==> src/rtl/spdt_pkg.sv <==
// ----------------------------------------------------------------------------
// Script push-data tokenizer package
// Shared types, opcode constants and a length-field helper for the push-data tokenizer.
// ----------------------------------------------------------------------------
package spdt_pkg;

    localparam int OFFSET_BITS = 16;

    localparam logic [7:0] OP_PUSH_MIN   = 8'h01;
    localparam logic [7:0] OP_PUSH_MAX   = 8'h4B;
    localparam logic [7:0] OP_PUSHDATA1  = 8'h4C;
    localparam logic [7:0] OP_PUSHDATA2  = 8'h4D;
    localparam logic [7:0] OP_PUSHDATA4  = 8'h4E;

    typedef enum logic [1:0] {
        PH_OPCODE  = 2'd0,
        PH_LENGTH  = 2'd1,
        PH_PAYLOAD = 2'd2
    } phase_t;

    typedef enum logic [1:0] {
        CLS_OPCODE  = 2'd0,
        CLS_LENGTH  = 2'd1,
        CLS_PAYLOAD = 2'd2
    } byte_class_t;

    typedef struct packed {
        logic [7:0] script_byte;
        logic       last_byte;
    } script_in_t;

    typedef struct packed {
        byte_class_t byte_class;
        logic [15:0] instr_offset;
        logic [7:0]  instr_opcode;
        logic [31:0] push_length;
        logic        overrun_error;
        logic        script_end;
    } token_out_t;

    function automatic logic [2:0] length_field_size(input logic [7:0] op);
        logic [2:0] size;
        case (op)
            OP_PUSHDATA1: size = 3'd1;
            OP_PUSHDATA2: size = 3'd2;
            default:      size = 3'd4;
        endcase
        return size;
    endfunction

endpackage

==> src/rtl/script_push_data_tokenizer.sv <==
// ----------------------------------------------------------------------------
// Script push-data tokenizer
// Classifies each script byte as opcode, length-field byte or payload byte.
// ----------------------------------------------------------------------------
// The block takes one script byte per clock cycle while the input is ready and
// returns one registered result per byte. The parse state is updated in the
// same cycle a byte is taken, so consecutive bytes stream at full rate.
// Results go into a two-entry output buffer. The input is ready whenever the
// second entry is empty, so a transaction taken while the output stalls is
// parked there. The input then pauses until that entry has moved up. After a
// byte marked as last, the next byte starts a new script at offset zero.
module script_push_data_tokenizer (
    input  logic                 clk,
    input  logic                 rst_n,
    input  logic                 in_valid,
    output logic                 in_ready,
    input  spdt_pkg::script_in_t in_data,
    output logic                 out_valid,
    input  logic                 out_ready,
    output spdt_pkg::token_out_t out_data
);
    import spdt_pkg::*;

    token_out_t result;
    logic       accept;

    logic       out_valid_reg, out_valid_next;
    token_out_t out_data_reg, out_data_next;
    logic       skid_valid_reg, skid_valid_next;
    token_out_t skid_data_reg, skid_data_next;

    assign in_ready  = !skid_valid_reg;
    assign accept    = in_valid && in_ready;
    assign out_valid = out_valid_reg;
    assign out_data  = out_data_reg;

    spdt_core u_core (
        .clk     (clk),
        .rst_n   (rst_n),
        .step    (accept),
        .in_data (in_data),
        .result  (result)
    );

    always_comb
    begin
        out_valid_next  = out_valid_reg;
        out_data_next   = out_data_reg;
        skid_valid_next = skid_valid_reg;
        skid_data_next  = skid_data_reg;
        if (out_ready || !out_valid_reg)
        begin
            if (skid_valid_reg)
            begin
                out_valid_next  = 1'b1;
                out_data_next   = skid_data_reg;
                skid_valid_next = 1'b0;
            end
            else
            begin
                out_valid_next = accept;
                out_data_next  = result;
            end
        end
        else if (accept)
        begin
            skid_valid_next = 1'b1;
            skid_data_next  = result;
        end
    end

    always_ff @(posedge clk or negedge rst_n)
    begin
        if (!rst_n)
        begin
            out_valid_reg  <= 1'b0;
            skid_valid_reg <= 1'b0;
        end
        else
        begin
            out_valid_reg  <= out_valid_next;
            skid_valid_reg <= skid_valid_next;
        end
    end

    always_ff @(posedge clk)
    begin
        out_data_reg  <= out_data_next;
        skid_data_reg <= skid_data_next;
    end

    // The skid entry is only ever filled behind a held output entry.
    assert property (@(posedge clk) disable iff (!rst_n)
        skid_valid_reg |-> out_valid_reg)
        else $error("skid entry valid while output entry empty");

    // A transaction taken while the output stalls lands in the skid entry.
    assert property (@(posedge clk) disable iff (!rst_n)
        accept && out_valid_reg && !out_ready |=> skid_valid_reg)
        else $error("stalled transaction not buffered");

    // An overrun is only reported on the final byte of a script.
    assert property (@(posedge clk) disable iff (!rst_n)
        out_valid_reg && out_data_reg.overrun_error |-> out_data_reg.script_end)
        else $error("overrun reported before end of script");

endmodule

==> src/rtl/spdt_core.sv <==
// ----------------------------------------------------------------------------
// Script push-data tokenizer core
// Holds the parse state and classifies one script byte per step.
// ----------------------------------------------------------------------------
module spdt_core (
    input  logic               clk,
    input  logic               rst_n,
    input  logic               step,
    input  spdt_pkg::script_in_t in_data,
    output spdt_pkg::token_out_t result
);
    import spdt_pkg::*;

    phase_t                 phase_reg, phase_next;
    logic [2:0]             len_left_reg, len_left_next;
    logic [31:0]            accum_reg, accum_next;
    logic [31:0]            payload_left_reg, payload_left_next;
    logic [OFFSET_BITS-1:0] byte_offset_reg, byte_offset_next;
    logic [OFFSET_BITS-1:0] start_offset_reg, start_offset_next;
    logic [7:0]             opcode_reg, opcode_next;

    logic [7:0]  b;
    logic        last;
    logic [2:0]  total;
    logic [2:0]  k;
    logic [2:0]  left_dec;
    logic [31:0] accum_or;
    logic [31:0] payload_dec;
    byte_class_t cls;
    logic [31:0] plen;
    logic        err;

    assign b        = in_data.script_byte;
    assign last     = in_data.last_byte;
    assign total    = length_field_size(opcode_reg);
    assign k        = (len_left_reg <= total && len_left_reg != 3'd0)
                    ? total - len_left_reg : 3'd0;
    assign accum_or = accum_reg | (32'(b) << {k[1:0], 3'b000});
    assign left_dec = (len_left_reg != 3'd0) ? len_left_reg - 3'd1 : 3'd0;
    assign payload_dec = (payload_left_reg != 32'd0) ? payload_left_reg - 32'd1 : 32'd0;

    always_comb
    begin
        phase_next        = phase_reg;
        len_left_next     = len_left_reg;
        accum_next        = accum_reg;
        payload_left_next = payload_left_reg;
        start_offset_next = start_offset_reg;
        opcode_next       = opcode_reg;
        cls               = CLS_OPCODE;
        plen              = 32'd0;
        err               = 1'b0;

        case (phase_reg)
            PH_LENGTH:
            begin
                cls           = CLS_LENGTH;
                accum_next    = accum_or;
                len_left_next = left_dec;
                if (left_dec == 3'd0)
                begin
                    plen              = accum_or;
                    payload_left_next = accum_or;
                    phase_next        = (accum_or != 32'd0) ? PH_PAYLOAD : PH_OPCODE;
                    err               = last && (accum_or != 32'd0);
                end
            end
            PH_PAYLOAD:
            begin
                cls               = CLS_PAYLOAD;
                plen              = accum_reg;
                payload_left_next = payload_dec;
                if (payload_dec == 32'd0)
                    phase_next = PH_OPCODE;
                else
                    err = last;
            end
            default:
            begin
                cls               = CLS_OPCODE;
                start_offset_next = byte_offset_reg;
                opcode_next       = b;
                phase_next        = PH_OPCODE;
                accum_next        = 32'd0;
                payload_left_next = 32'd0;
                if (b inside {[OP_PUSH_MIN:OP_PUSH_MAX]})
                begin
                    accum_next        = 32'(b);
                    payload_left_next = 32'(b);
                    plen              = 32'(b);
                    phase_next        = PH_PAYLOAD;
                    err               = last;
                end
                else if (b inside {[OP_PUSHDATA1:OP_PUSHDATA4]})
                begin
                    len_left_next = length_field_size(b);
                    phase_next    = PH_LENGTH;
                end
            end
        endcase

        result.byte_class    = cls;
        result.instr_offset  = 16'(start_offset_next);
        result.instr_opcode  = opcode_next;
        result.push_length   = plen;
        result.overrun_error = err;
        result.script_end    = last;

        if (last)
        begin
            phase_next        = PH_OPCODE;
            len_left_next     = 3'd0;
            accum_next        = 32'd0;
            payload_left_next = 32'd0;
            start_offset_next = '0;
            opcode_next       = 8'd0;
            byte_offset_next  = '0;
        end
        else
        begin
            byte_offset_next = byte_offset_reg + 1'b1;
        end
    end

    always_ff @(posedge clk or negedge rst_n)
    begin
        if (!rst_n)
        begin
            phase_reg        <= PH_OPCODE;
            len_left_reg     <= 3'd0;
            accum_reg        <= 32'd0;
            payload_left_reg <= 32'd0;
            byte_offset_reg  <= '0;
            start_offset_reg <= '0;
            opcode_reg       <= 8'd0;
        end
        else if (step)
        begin
            phase_reg        <= phase_next;
            len_left_reg     <= len_left_next;
            accum_reg        <= accum_next;
            payload_left_reg <= payload_left_next;
            byte_offset_reg  <= byte_offset_next;
            start_offset_reg <= start_offset_next;
            opcode_reg       <= opcode_next;
        end
    end

    // A finished script leaves the parser at offset zero expecting an opcode.
    assert property (@(posedge clk) disable iff (!rst_n)
        step && last |=> byte_offset_reg == '0 && phase_reg == PH_OPCODE)
        else $error("state not cleared after end of script");

    // While reading a length field, at least one length byte is still due.
    assert property (@(posedge clk) disable iff (!rst_n)
        phase_reg == PH_LENGTH |-> len_left_reg != 3'd0)
        else $error("length phase with no length bytes left");

    // While reading payload, at least one payload byte is still due.
    assert property (@(posedge clk) disable iff (!rst_n)
        phase_reg == PH_PAYLOAD |-> payload_left_reg != 32'd0)
        else $error("payload phase with no payload left");

endmodule
==> config.mk <==
export PLATFORM = sky130hd
export DESIGN_NAME = script_push_data_tokenizer
export DESIGN_NICKNAME = d
export VERILOG_FILES = /design/src/rtl/spdt_pkg.sv /design/src/rtl/script_push_data_tokenizer.sv /design/src/rtl/spdt_core.sv
export SDC_FILE = /design/constraint.sdc
export NUM_CORES = 1
export LEC_CHECK = 0
export BUFFER_PORTS_ARGS = -buffer_cell sky130_fd_sc_hd__buf_4
export CAP_MARGIN = 25
export CORE_ASPECT_RATIO = 1.1
export CORE_MARGIN = 10
export CORE_UTILIZATION = 39
export CTS_CLUSTER_DIAMETER = 30
export DETAILED_ROUTE_END_ITERATION = 10
export PLACE_DENSITY = 0.58
export SLEW_MARGIN = 40
export SYNTH_ARGS = -nofsm -noshare
export SYNTH_HDL_FRONTEND = slang
export SYNTH_SLANG_ARGS = --single-unit
==> constraint.sdc <==
create_clock -name clk -period 5.74 [get_ports clk]
set_input_delay 0.574 -clock clk [delete_from_list [all_inputs] [get_ports clk]]
set_output_delay 0.574 -clock clk [all_outputs]
set_load 0.005 [all_outputs]
# Word level (Yosys, flattened, before mapping)
# Index checks and enable logic that the tools add are counted.
[op_classes] magnitude_cmp=5 n_shift=1 addsub=4 bitwise=2 reduce_logical=21 n_mux=38 eq_ne=10
[ops] operator="one-hot mux 32 bit (2 select lines)" count=3
[ops] operator="2-to-1 mux 32 bit" count=5
[ops] operator="nonzero test 32 bit" count=2
[ops] operator="2-to-1 mux 60 bit" count=1
[ops] operator="2-to-1 mux 16 bit" count=3
[ops] operator="== test 8 x 7 -> 1 bit (second input constant)" count=4
[ops] operator="logical NOT 32 bit" count=1
[ops] operator="bitwise OR 32 bit" count=1
[ops] operator="left shift 8 x 5 -> 32 bit" count=1
[ops] operator="subtractor 32 x 1 -> 32 bit (second input constant)" count=1
[ops] operator="2-to-1 mux 8 bit" count=3
[ops] operator="one-hot mux 3 bit (2 select lines)" count=3
[ops] operator="adder 16 x 1 -> 16 bit (second input constant)" count=1
[ops] operator="<= comparator 8 x 7 -> 1 bit (second input constant)" count=2
[ops] operator="2-to-1 mux 2 bit" count=6
[ops] operator="2-to-1 mux 3 bit" count=4
[ops] operator=">= comparator 8 x 1 -> 1 bit (second input constant)" count=1
[ops] operator=">= comparator 8 x 7 -> 1 bit (second input constant)" count=1
[ops] operator="one-hot mux 2 bit (2 select lines)" count=2
[ops] operator="2-to-1 mux 1 bit" count=7
[ops] operator="inequality test 3 x 2 -> 1 bit (second input constant)" count=2
[ops] operator="AND reduction 2 bit" count=3
[ops] operator="nonzero test 3 bit" count=2
[ops] operator="logical AND 1 bit" count=5
[ops] operator="16 further kinds" count=17
[totals] in_bits=13 wordCells=102 ff_bits=231

# Logic depth before layout (Yosys ltp)
# Gate-level depths: netlist of the first run.
[depth] word_depth=12 ltp_mapped=14 ltp_nobuf=13

# Modules after synthesis
# From an unflattened synthesis of the first run, not the netlist that was laid out.
[hier_totals] cells_unflattened=1051 hier_area_um2=11867.6
[by_module_without_submodules] mod="spdt_core" n_inst=1 area_per_inst_um2=7160.6 cells_per_inst=855 seq_area_each_um2=2727.6
[by_module_without_submodules] mod="script_push_data_tokenizer" n_inst=1 area_per_inst_um2=4707.0 cells_per_inst=196 seq_area_each_um2=3653.5

# Worst setup path after synthesis of the first run
# OpenSTA, ideal clock, no wires.
[synth_path] path_kind="in2reg" startpoint="input out_ready" endpoint="register skid_data_reg[0] in the netlist's numbering, enable pin" setup_time_ns=0.478 arrival_ns=4.743 t_required_ns=5.262 cell_stages=2 slack_ns=0.519 path_cell_list="nand2b_1 > nor2_1"
[synth_between] elab_chain_len=3
[synth_lines] item="start, declared" line_no="script_push_data_tokenizer.sv:19" source="input logic out_ready,"
[synth_lines] item="logical OR 1 bit" line_no="script_push_data_tokenizer.sv:51" source="if (out_ready || !out_valid_reg)"
[synth_lines] item="inverter 1 bit (no line)"
[synth_lines] item="AND reduction 2 bit (no line)"
[synth_lines] item="end signal, assigned" line_no="script_push_data_tokenizer.sv:89" source="skid_data_reg <= skid_data_next;"
[synth_lines] item="end, declared" line_no="script_push_data_tokenizer.sv:30" source="token_out_t skid_data_reg, skid_data_next;"
# No other way between the ends.
# A chain may end at the register's enable or synchronous reset.

# Worst setup path in the final report of the first run
[layout_path] startpoint="register u_core.opcode_reg[7]" endpoint="register out_data_reg, in the netlist out_data[1] (data pin)"
[layout_between] elab_chain_len=12 word_cells_on_any_way=14 classes_between="1 x add/sub; 1 x order compare; 2 x eq/ne; 1 x shift; 5 x mux; 1 x bitwise; 3 x reduce/logical"
[layout_lines] item="start, declared" line_no="spdt_core.sv:20" source="logic [7:0] opcode_reg, opcode_next;"
[layout_lines] item="start signal, assigned" line_no="spdt_core.sv:145" source="opcode_reg <= opcode_next;"
[layout_lines] item="== test 8 x 7 -> 1 bit" line_no="spdt_pkg.sv:43" source="case (op)"
[layout_lines] item="one-hot mux 3 bit (2 select lines) *" line_no="spdt_pkg.sv:43"
[layout_lines] item="<= comparator 3 bit" line_no="spdt_core.sv:36" source="assign k = (len_left_reg <= total && len_left_reg != 3'd0)"
[layout_lines] item="logical AND 1 bit" line_no="spdt_core.sv:36"
[layout_lines] item="2-to-1 mux 2 bit *" line_no="spdt_core.sv:37" source="? total - len_left_reg : 3'd0;"
[layout_lines] item="left shift 8 x 5 -> 32 bit *" line_no="spdt_core.sv:38" source="assign accum_or = accum_reg | (32'(b) << {k[1:0], 3'b000});"
[layout_lines] item="bitwise OR 32 bit *" line_no="spdt_core.sv:38"
[layout_lines] item="nonzero test 32 bit *" line_no="spdt_core.sv:65" source="err = last && (accum_or != 32'd0);"
[layout_lines] item="logical AND 1 bit *" line_no="spdt_core.sv:65"
[layout_lines] item="2-to-1 mux 1 bit *" line_no="spdt_core.sv:60" source="if (left_dec == 3'd0)"
[layout_lines] item="one-hot mux 1 bit (2 select lines) *" line_no="spdt_core.sv:54" source="case (phase_reg)"
[layout_lines] item="2-to-1 mux 60 bit *" line_no="script_push_data_tokenizer.sv:53" source="if (skid_valid_reg)"
[layout_lines] item="end signal, assigned" line_no="script_push_data_tokenizer.sv:88" source="out_data_reg <= out_data_next;"
[layout_lines] item="end, declared" line_no="script_push_data_tokenizer.sv:28" source="token_out_t out_data_reg, out_data_next;"
# Every way passes the cells marked *; elsewhere a longest branch is shown, timed or not.

==> key figures, run 1 <==
Floorplanning
  • Initial cell density of the core: 39.3%
  • Vert. Die Dim: 201 um
  • Count of standard-cell rows: 66
  • Top-level port count: 75
  • Die X: 184 um
  • Overall die area: 36900 um^2
  • Standard cell core area: 29400 um^2

Yosys
  • Warnings from Yosys: 0
  • Synth cell types: 63
  • Synthesized netlist net count: 1097
  • Yosys reg bits: 231
  • Synth top area cells: edfxtp_1 31%, dfrtp_1 24%, mux2_2 5.6%, a22o_1 3.8%, nand2_1 3.7%
  • Number of instances in the synthesized netlist: 1073
  • Syn avg cell area: 10.8 um^2
  • Share of synthesized flip-flops with an asynchronous set or reset: 48.1%
  • EDFF count, synth: 120
  • Synth top area share: 31.2%
  • Cell type contributing the most total cell area after synthesis: edfxtp_1
  • Total standard cell area after synthesis: 11600 um^2
  • Sequential cell area fraction in the yosys report: 55.2%
  • Prevailing post-synth register cell: edfxtp_1

Finish
  • Sequential cell area: 6380 um^2
  • # fillers: 2664
  • Area added between synthesis and finish: 22.2%
  • Share of final-layout standard cells stronger than drive strength 1: 22.1%
  • ANT cells: 0
  • Area occupied by multi-input gates: 4880 um^2
  • Number of nets at the end of the flow: 1164

Worst setup path
  • Count of buffer and inverter cells on the critical path: 0
  • Critical path data arrival time: 4280 ps
  • Cell-by-cell trace of the critical path: nand4bb_1, nor4b_1, nand2_1, ha_1, nor2b_1, o311ai_0, nand3_1, o22ai_1, nand4b_1, a31o_2, a21oi_1, o31ai_1
  • Top Family by Delay on Critical Path: simple AND/OR/NAND/NOR gates
  • Delay contributed by the slowest stage of the critical path: 610 ps
  • Max Fanout on Critical Path: 8
  • Critical path's slowest cell: o311ai_0
  • CP Launch Type: register
  • Type of the worst setup path: reg -> reg
  • Capturing element type of the critical path: register
  • Data required time at the worst endpoint: 5990 ps

Placed design
  • Count of buffers inserted at the top-level ports: 74
  • Placer Congestion: 0.932
  • Detailed-placement wirelength estimate: 21200 um
  • Setup WS pre-CTS: 1740 ps

Power
  • Power density relative to cell area: 407 nW/um^2
  • Power share of the sequential group: 34.6%
  • Clock Power Share: 47.3%
  • Switching fraction of total power: 28.1%
  • Worst supply voltage drop on vdd: 0.000200 V
  • Combinational group share of total power: 18.0%
  • Power dissipated by switching net loads: 1.62 mW
  • Leakage power of the design: 5.67 nW
  • Internal power: 4.12 mW

Clock network
  • Number of post-CTS setup repair buffers: 0
  • Clock latency on the worst-skew pair: 540 ps
  • Cell chosen for the clock root: clkbuf_16
  • Count of H-tree levels built during CTS: 2
  • Clk buf depth: 3
  • Post-CTS clock slew at the launch and capture registers of the worst setup and hold paths: 50 ps
  • Clk sink count: 231
  • Clock buffer count from CTS: 44
  • Total of cells resized after clock tree synthesis: 0
  • TritonCTS clock tree: yes
  • Number of buffers inserted by hold repair at cts: 0

STA
  • Slew @ Worst Pin: 847 ps
  • Final period utilization: 70.1%
  • RSZ-0062 raised after global routing: no
  • Setup violators final: 0
  • Final hold violations: 0
  • Max Transition Viols Final: 0
  • Worst clock skew: 27.4 ps
  • Least setup slack across all paths after layout: 1720 ps
  • Peak clock frequency supported by timing: 248 MHz
  • Final critical-path required period: 4020 ps
  • Max_slew headroom: 43.1%
  • Worst slack on hold paths: 32.8 ps
  • Setup TNS after final layout: 0 ps

Detailed routing
  • Final Routed Wirelength: 32000 um
  • Post-detailed-route wirelength per cell: 20.6 um
  • Routed via count divided by cell count: 5.85
  • Number of iterations in the first detailed-routing pass: 7
  • DRC violations left: 0
  • Vias post-DR: 9072
  • Initial DRC Count: 1129
  • Final ANT Viol Nets: 0

Run
  • Max cap viols: 0

GRT
  • Via count of the first global-routing pass: 8753
  • Congestion Overflow GR: 0
  • Number of antenna violations at the first check in global routing: 0
  • Global-route wire length before repair: 50800 um
  • Global router's overall resource usage: 17.0%
  • Maximum number of pins on one net before global-route repair: 64

Worst hold path
  • Worst hold-check path type: in -> async

Run status
  • Run status: finished clean
## worst reg2reg max path, delay by kind of cell (launching register included)
kind / cells / cell delay (ps)
AOI/OAI and AO/OA: 5 / 1420
adders and majority gates: 1 / 360
DFF: 1 / 390
and+or+nand+nor: 6 / 1580
## path summary, 6_finish.rpt
check                                       startpoint                          end  slack [ps]  cells after the start
max                               u_core.opcode_reg[7]                  out_data[1]        1720                     12
min                                              rst_n         u_core.opcode_reg[4]          30                      1
max reg2reg                       u_core.opcode_reg[7]                  out_data[1]        1720                     12
min reg2reg                u_core.start_offset_reg[13]  u_core.start_offset_reg[13]         500                      1
max in group asynchronous                        rst_n               skid_valid_reg        4470                      2
min in group clk                              in_valid                    out_valid         290                      3
## per-layer routing
layer  track usage (%)  wire (um)
met1              23.2      14400
met2              25.9      14700
met3              3.67       2090
met4              5.95        829
met5                 0          0
## cell usage after synthesis (8+ instances only)
master / n
o31ai_1: 30
nand4_1: 13
clkbuf_1: 56
o21ai_0: 82
nand2_1: 115
edfxtp_1: 120
or3_1: 8
buf_1: 12
mux2_2: 57
xor2_1: 12
a32oi_1: 9
ha_1: 11
a21oi_1: 71
a22oi_1: 25
nor2b_1: 30
nor2_1: 78
nand3_1: 13
dfrtp_1: 111
inv_1: 19
nor3_1: 17
a21o_1: 15
nor4_1: 22
a31oi_1: 15
a22o_1: 50
## through the flow
stage / utilization, % / std cells / total power, mW / instance area (um^2)
global placement: 42.4 / 1465 / 3.01 / 12500
floorplan: - / 1073 / 2.68 / 11600
global route: 48.0 / 1550 / 5.97 / 14100
detailed placement: 42.6 / 1468 / 3.04 / 12500
CTS: 48.0 / 1550 / 5.78 / 14100
finish: 48.0 / 1550 / 5.74 / 14100
## final cells by class
cell class	instances	area share [%]
Sequential cell	231	45.2
Timing Repair Buffer	90	5.07
Tap cell	374	3.32
Clock buffer	54	8.80
Multi-Input combinational cell	753	34.6
Clock inverter	28	2.49
Inverter	20	0.532
## power groups by stage
stage,combinational [mW],sequential (mW),clock [mW]
after floorplan,0.681,2.00,0
after global placement,0.997,2.01,0
after detailed placement,1.03,2.02,0
after CTS,1.03,1.99,2.76
after global routing,1.13,2.00,2.84
final,1.03,1.99,2.72
## cells by family after synthesis
| group | Yosys count | share of synthesized area (%) |
|---|---|---|
| buf+inv | 89 | 2.96 |
| fa+ha+maj | 11 | 1.19 |
| flops | 231 | 55.2 |
| xor+xnor | 17 | 1.29 |
| simple gates | 341 | 14.9 |
| mux | 61 | 5.95 |
| compound gates | 323 | 18.5 |
## layout by cell type, fill, tap and decap left out, types with 7 or more instances in the layout
cell type	count
buf_4	85
xor2_1	12
nor3_1	17
a22o_1	50
or3_1	8
a21o_1	15
edfxtp_1	120
a22oi_1	25
nand4_1	13
nor2b_1	30
mux2_2	57
nand2_1	114
a32oi_1	9
a31oi_1	15
o31ai_1	30
o21ai_0	82
inv_1	19
nor2_1	76
nand3_1	13
clkinvlp_4	7
clkbuf_16	47
nor4_1	22
dfrtp_1	110
a21oi_1	70
ha_1	10
(Power assumes the default switching activity.)
==> inputs of run 2 (changes only) <==
==> constraint.sdc (replaced) <==
create_clock -name clk -period 4 [get_ports clk]
set_input_delay 0.4 -clock clk [delete_from_list [all_inputs] [get_ports clk]]
set_output_delay 0.4 -clock clk [all_outputs]
set_load 0.005 [all_outputs]
==> key figures, run 2 (synthesis results as in run 1) <==
Power
  • Worst supply voltage drop on vdd: 0.000234 V (was 0.000200 V)
  • Leakage power of the design: 5.66 nW (was 5.67 nW)
  • Power density relative to cell area: 562 nW/um^2 (was 407 nW/um^2)

Worst setup path
  • Data required time at the worst endpoint: 4240 ps (was 5990 ps)
  • Max Fanout on Critical Path: 7 (was 8)
  • Capturing element type of the critical path: register (unchanged)
  • Type of the worst setup path: reg -> reg (unchanged)
  • Critical path data arrival time: 3880 ps (was 4280 ps)
  • CP Launch Type: register (unchanged)

Clock network
  • Clock latency on the worst-skew pair: 530 ps (was 540 ps)
  • Post-CTS clock slew at the launch and capture registers of the worst setup and hold paths: 50 ps (about the same)
  • Clk sink count: 231 (unchanged)
  • Clock buffer count from CTS: 44 (unchanged)
  • Clk buf depth: 3 (unchanged)
  • TritonCTS clock tree: yes (unchanged)
  • Count of H-tree levels built during CTS: 2 (unchanged)
  • Cell chosen for the clock root: clkbuf_16 (unchanged)

GRT
  • Global router's overall resource usage: 17.3% (was 17.0%)
  • Global-route wire length before repair: 51400 um (was 50800 um)
  • Number of antenna violations at the first check in global routing: 0 (unchanged)
  • Via count of the first global-routing pass: 8871 (was 8753)
  • Maximum number of pins on one net before global-route repair: 63 (was 64)
  • Congestion Overflow GR: 0 (unchanged)

STA
  • Final period utilization: 91.2% (was 70.1%)
  • Max_slew headroom: 50.6% (was 43.1%)
  • Peak clock frequency supported by timing: 274 MHz (was 248 MHz)
  • Setup TNS after final layout: 0 ps (unchanged)
  • Final hold violations: 0 (unchanged)
  • Worst clock skew: 25.9 ps (was 27.4 ps)
  • Final critical-path required period: 3650 ps (was 4020 ps)
  • Slew @ Worst Pin: 739 ps (was 847 ps)
  • Setup violators final: 0 (unchanged)
  • Max Transition Viols Final: 0 (unchanged)
  • Worst slack on hold paths: 95.2 ps (was 32.8 ps)
  • RSZ-0062 raised after global routing: no (unchanged)

Floorplanning
  • Top-level port count: 75 (unchanged)
  • Count of standard-cell rows: 66 (unchanged)
  • Overall die area: 36900 um^2 (unchanged)
  • Standard cell core area: 29400 um^2 (unchanged)
  • Initial cell density of the core: 39.3% (unchanged)
  • Vert. Die Dim: 201 um (unchanged)
  • Die X: 184 um (unchanged)

Detailed routing
  • Final Routed Wirelength: 32500 um (was 32000 um)
  • Vias post-DR: 9027 (was 9072)
  • Final ANT Viol Nets: 0 (unchanged)
  • Number of iterations in the first detailed-routing pass: 7 (unchanged)
  • Highest routed layer: met4 (unchanged)
  • Met3 wire len: 2300 um (was 2090 um)
  • Post-detailed-route wirelength per cell: 20.8 um (was 20.6 um)
  • Initial DRC Count: 710 (was 1129)
  • Routed length on met2: 15000 um (was 14700 um)
  • Routed via count divided by cell count: 5.78 (was 5.85)
  • DRC violations left: 0 (unchanged)
  • Length of routed wiring on met1: 14100 um (was 14400 um)

Finish
  • # fillers: 2717 (was 2664)
  • Share of final-layout standard cells stronger than drive strength 1: 22.0% (was 22.1%)
  • Area added between synthesis and finish: 21.5% (was 22.2%)
  • Most common cell after layout, fill and taps aside: edfxtp_1 (unchanged)
  • Number of nets at the end of the flow: 1177 (was 1164)
  • Commonest cells after routing, fill and taps aside: 120 x edfxtp_1, 115 x nand2_1, 110 x dfrtp_1, 99 x buf_4, 82 x o21ai_0 (was 120 x edfxtp_1, 114 x nand2_1, 110 x dfrtp_1, 85 x buf_4, 82 x o21ai_0)
  • ANT cells: 0 (unchanged)

Worst hold path
  • Worst hold-check path type: in -> reg (was in -> async)

Placed design
  • Detailed-placement wirelength estimate: 21900 um (was 21200 um)
  • Placer Congestion: 0.915 (was 0.932)
  • Count of buffers inserted at the top-level ports: 74 (unchanged)

Run
  • Max cap viols: 0 (unchanged)

Run status
  • Run status: finished clean (unchanged)
## run 2: cell types whose count changed in the layout (fill, tap and decap cells not counted), sizes merged
cell,delta
clkinvlp,-3
inv,-4
bufinv,-3
dlygate4sd3,+1
clkinv,+4
clkbuf,+5
buf,+12
## run 2: cell type report
cell class,count,area [um^2],area share [%]
clock buffers,59,1240,8.82
clock inverters,22,213,1.52
inverters,20,75.1,0.535
multi-input cells,753,4860,34.7
flip-flops and latches,231,6380,45.5
well taps,374,468,3.33
repair buffers,103,796,5.67
## run 2: what timing repair did
action / CTS / global route
hold buffers: 1 / 0
resized for setup: 0 / 1
hold endpoints to repair: 60 / 0
endpoints found under the setup margin: 0 / 5
buffers inserted: 0 / 0
## run 2: worst max-delay path, stage by stage (launching register included)
cell	delay, ps
dfrtp_1	440
inv_1	130
ha_1	260
or3b_2	540
nor4_1	400
and3_1	380
mux2i_1	220
a22oi_1	100
or4b_4	590
a21oi_1	220
o31ai_1	90
## run 2: worst paths after layout
check,depth (start not counted),slack (ps),end,startpoint
min in group asynchronous,2,450,u_core.payload_left_reg[8],rst_n
worst min-delay path,3,100,out_valid,in_valid
max in group asynchronous,3,2710,u_core.payload_left_reg[24],rst_n
worst min register to register,1,500,u_core.start_offset_reg[7],u_core.start_offset_reg[7]
worst max register to register,10,350,out_data[1],u_core.payload_left_reg[0]
worst max-delay path,10,350,out_data[1],u_core.payload_left_reg[0]
## run 2: where the power goes
| group | internal (mW) | switching, mW | total, mW | leakage (nW) |
|---|---|---|---|---|
| registers | 2.73 | 0.129 | 2.86 | 2.71 |
| logic | 0.569 | 0.902 | 1.47 | 2.24 |
| clock network | 2.36 | 1.20 | 3.56 | 0.703 |
## run 2: stage by stage
stage	utilization [%]	power (mW)	setup WS [ps]	instance area [um^2]	cells
global route	47.7	8.22	119	14000	1562
global placement	42.7	4.35	258	12600	1480
floorplan	-	3.84	547	11600	1073
detailed placement	42.8	4.36	219	12600	1480
CTS	47.7	7.95	186	14000	1562
finish	47.7	7.89	351	14000	1562
## run 2: per-layer routing
layer	vias up	global-route usage, %
met5	-	0
met4	0	6.65
met3	75	4.02
met2	317	27.1
met1	4419	22.6
li1	4216	-
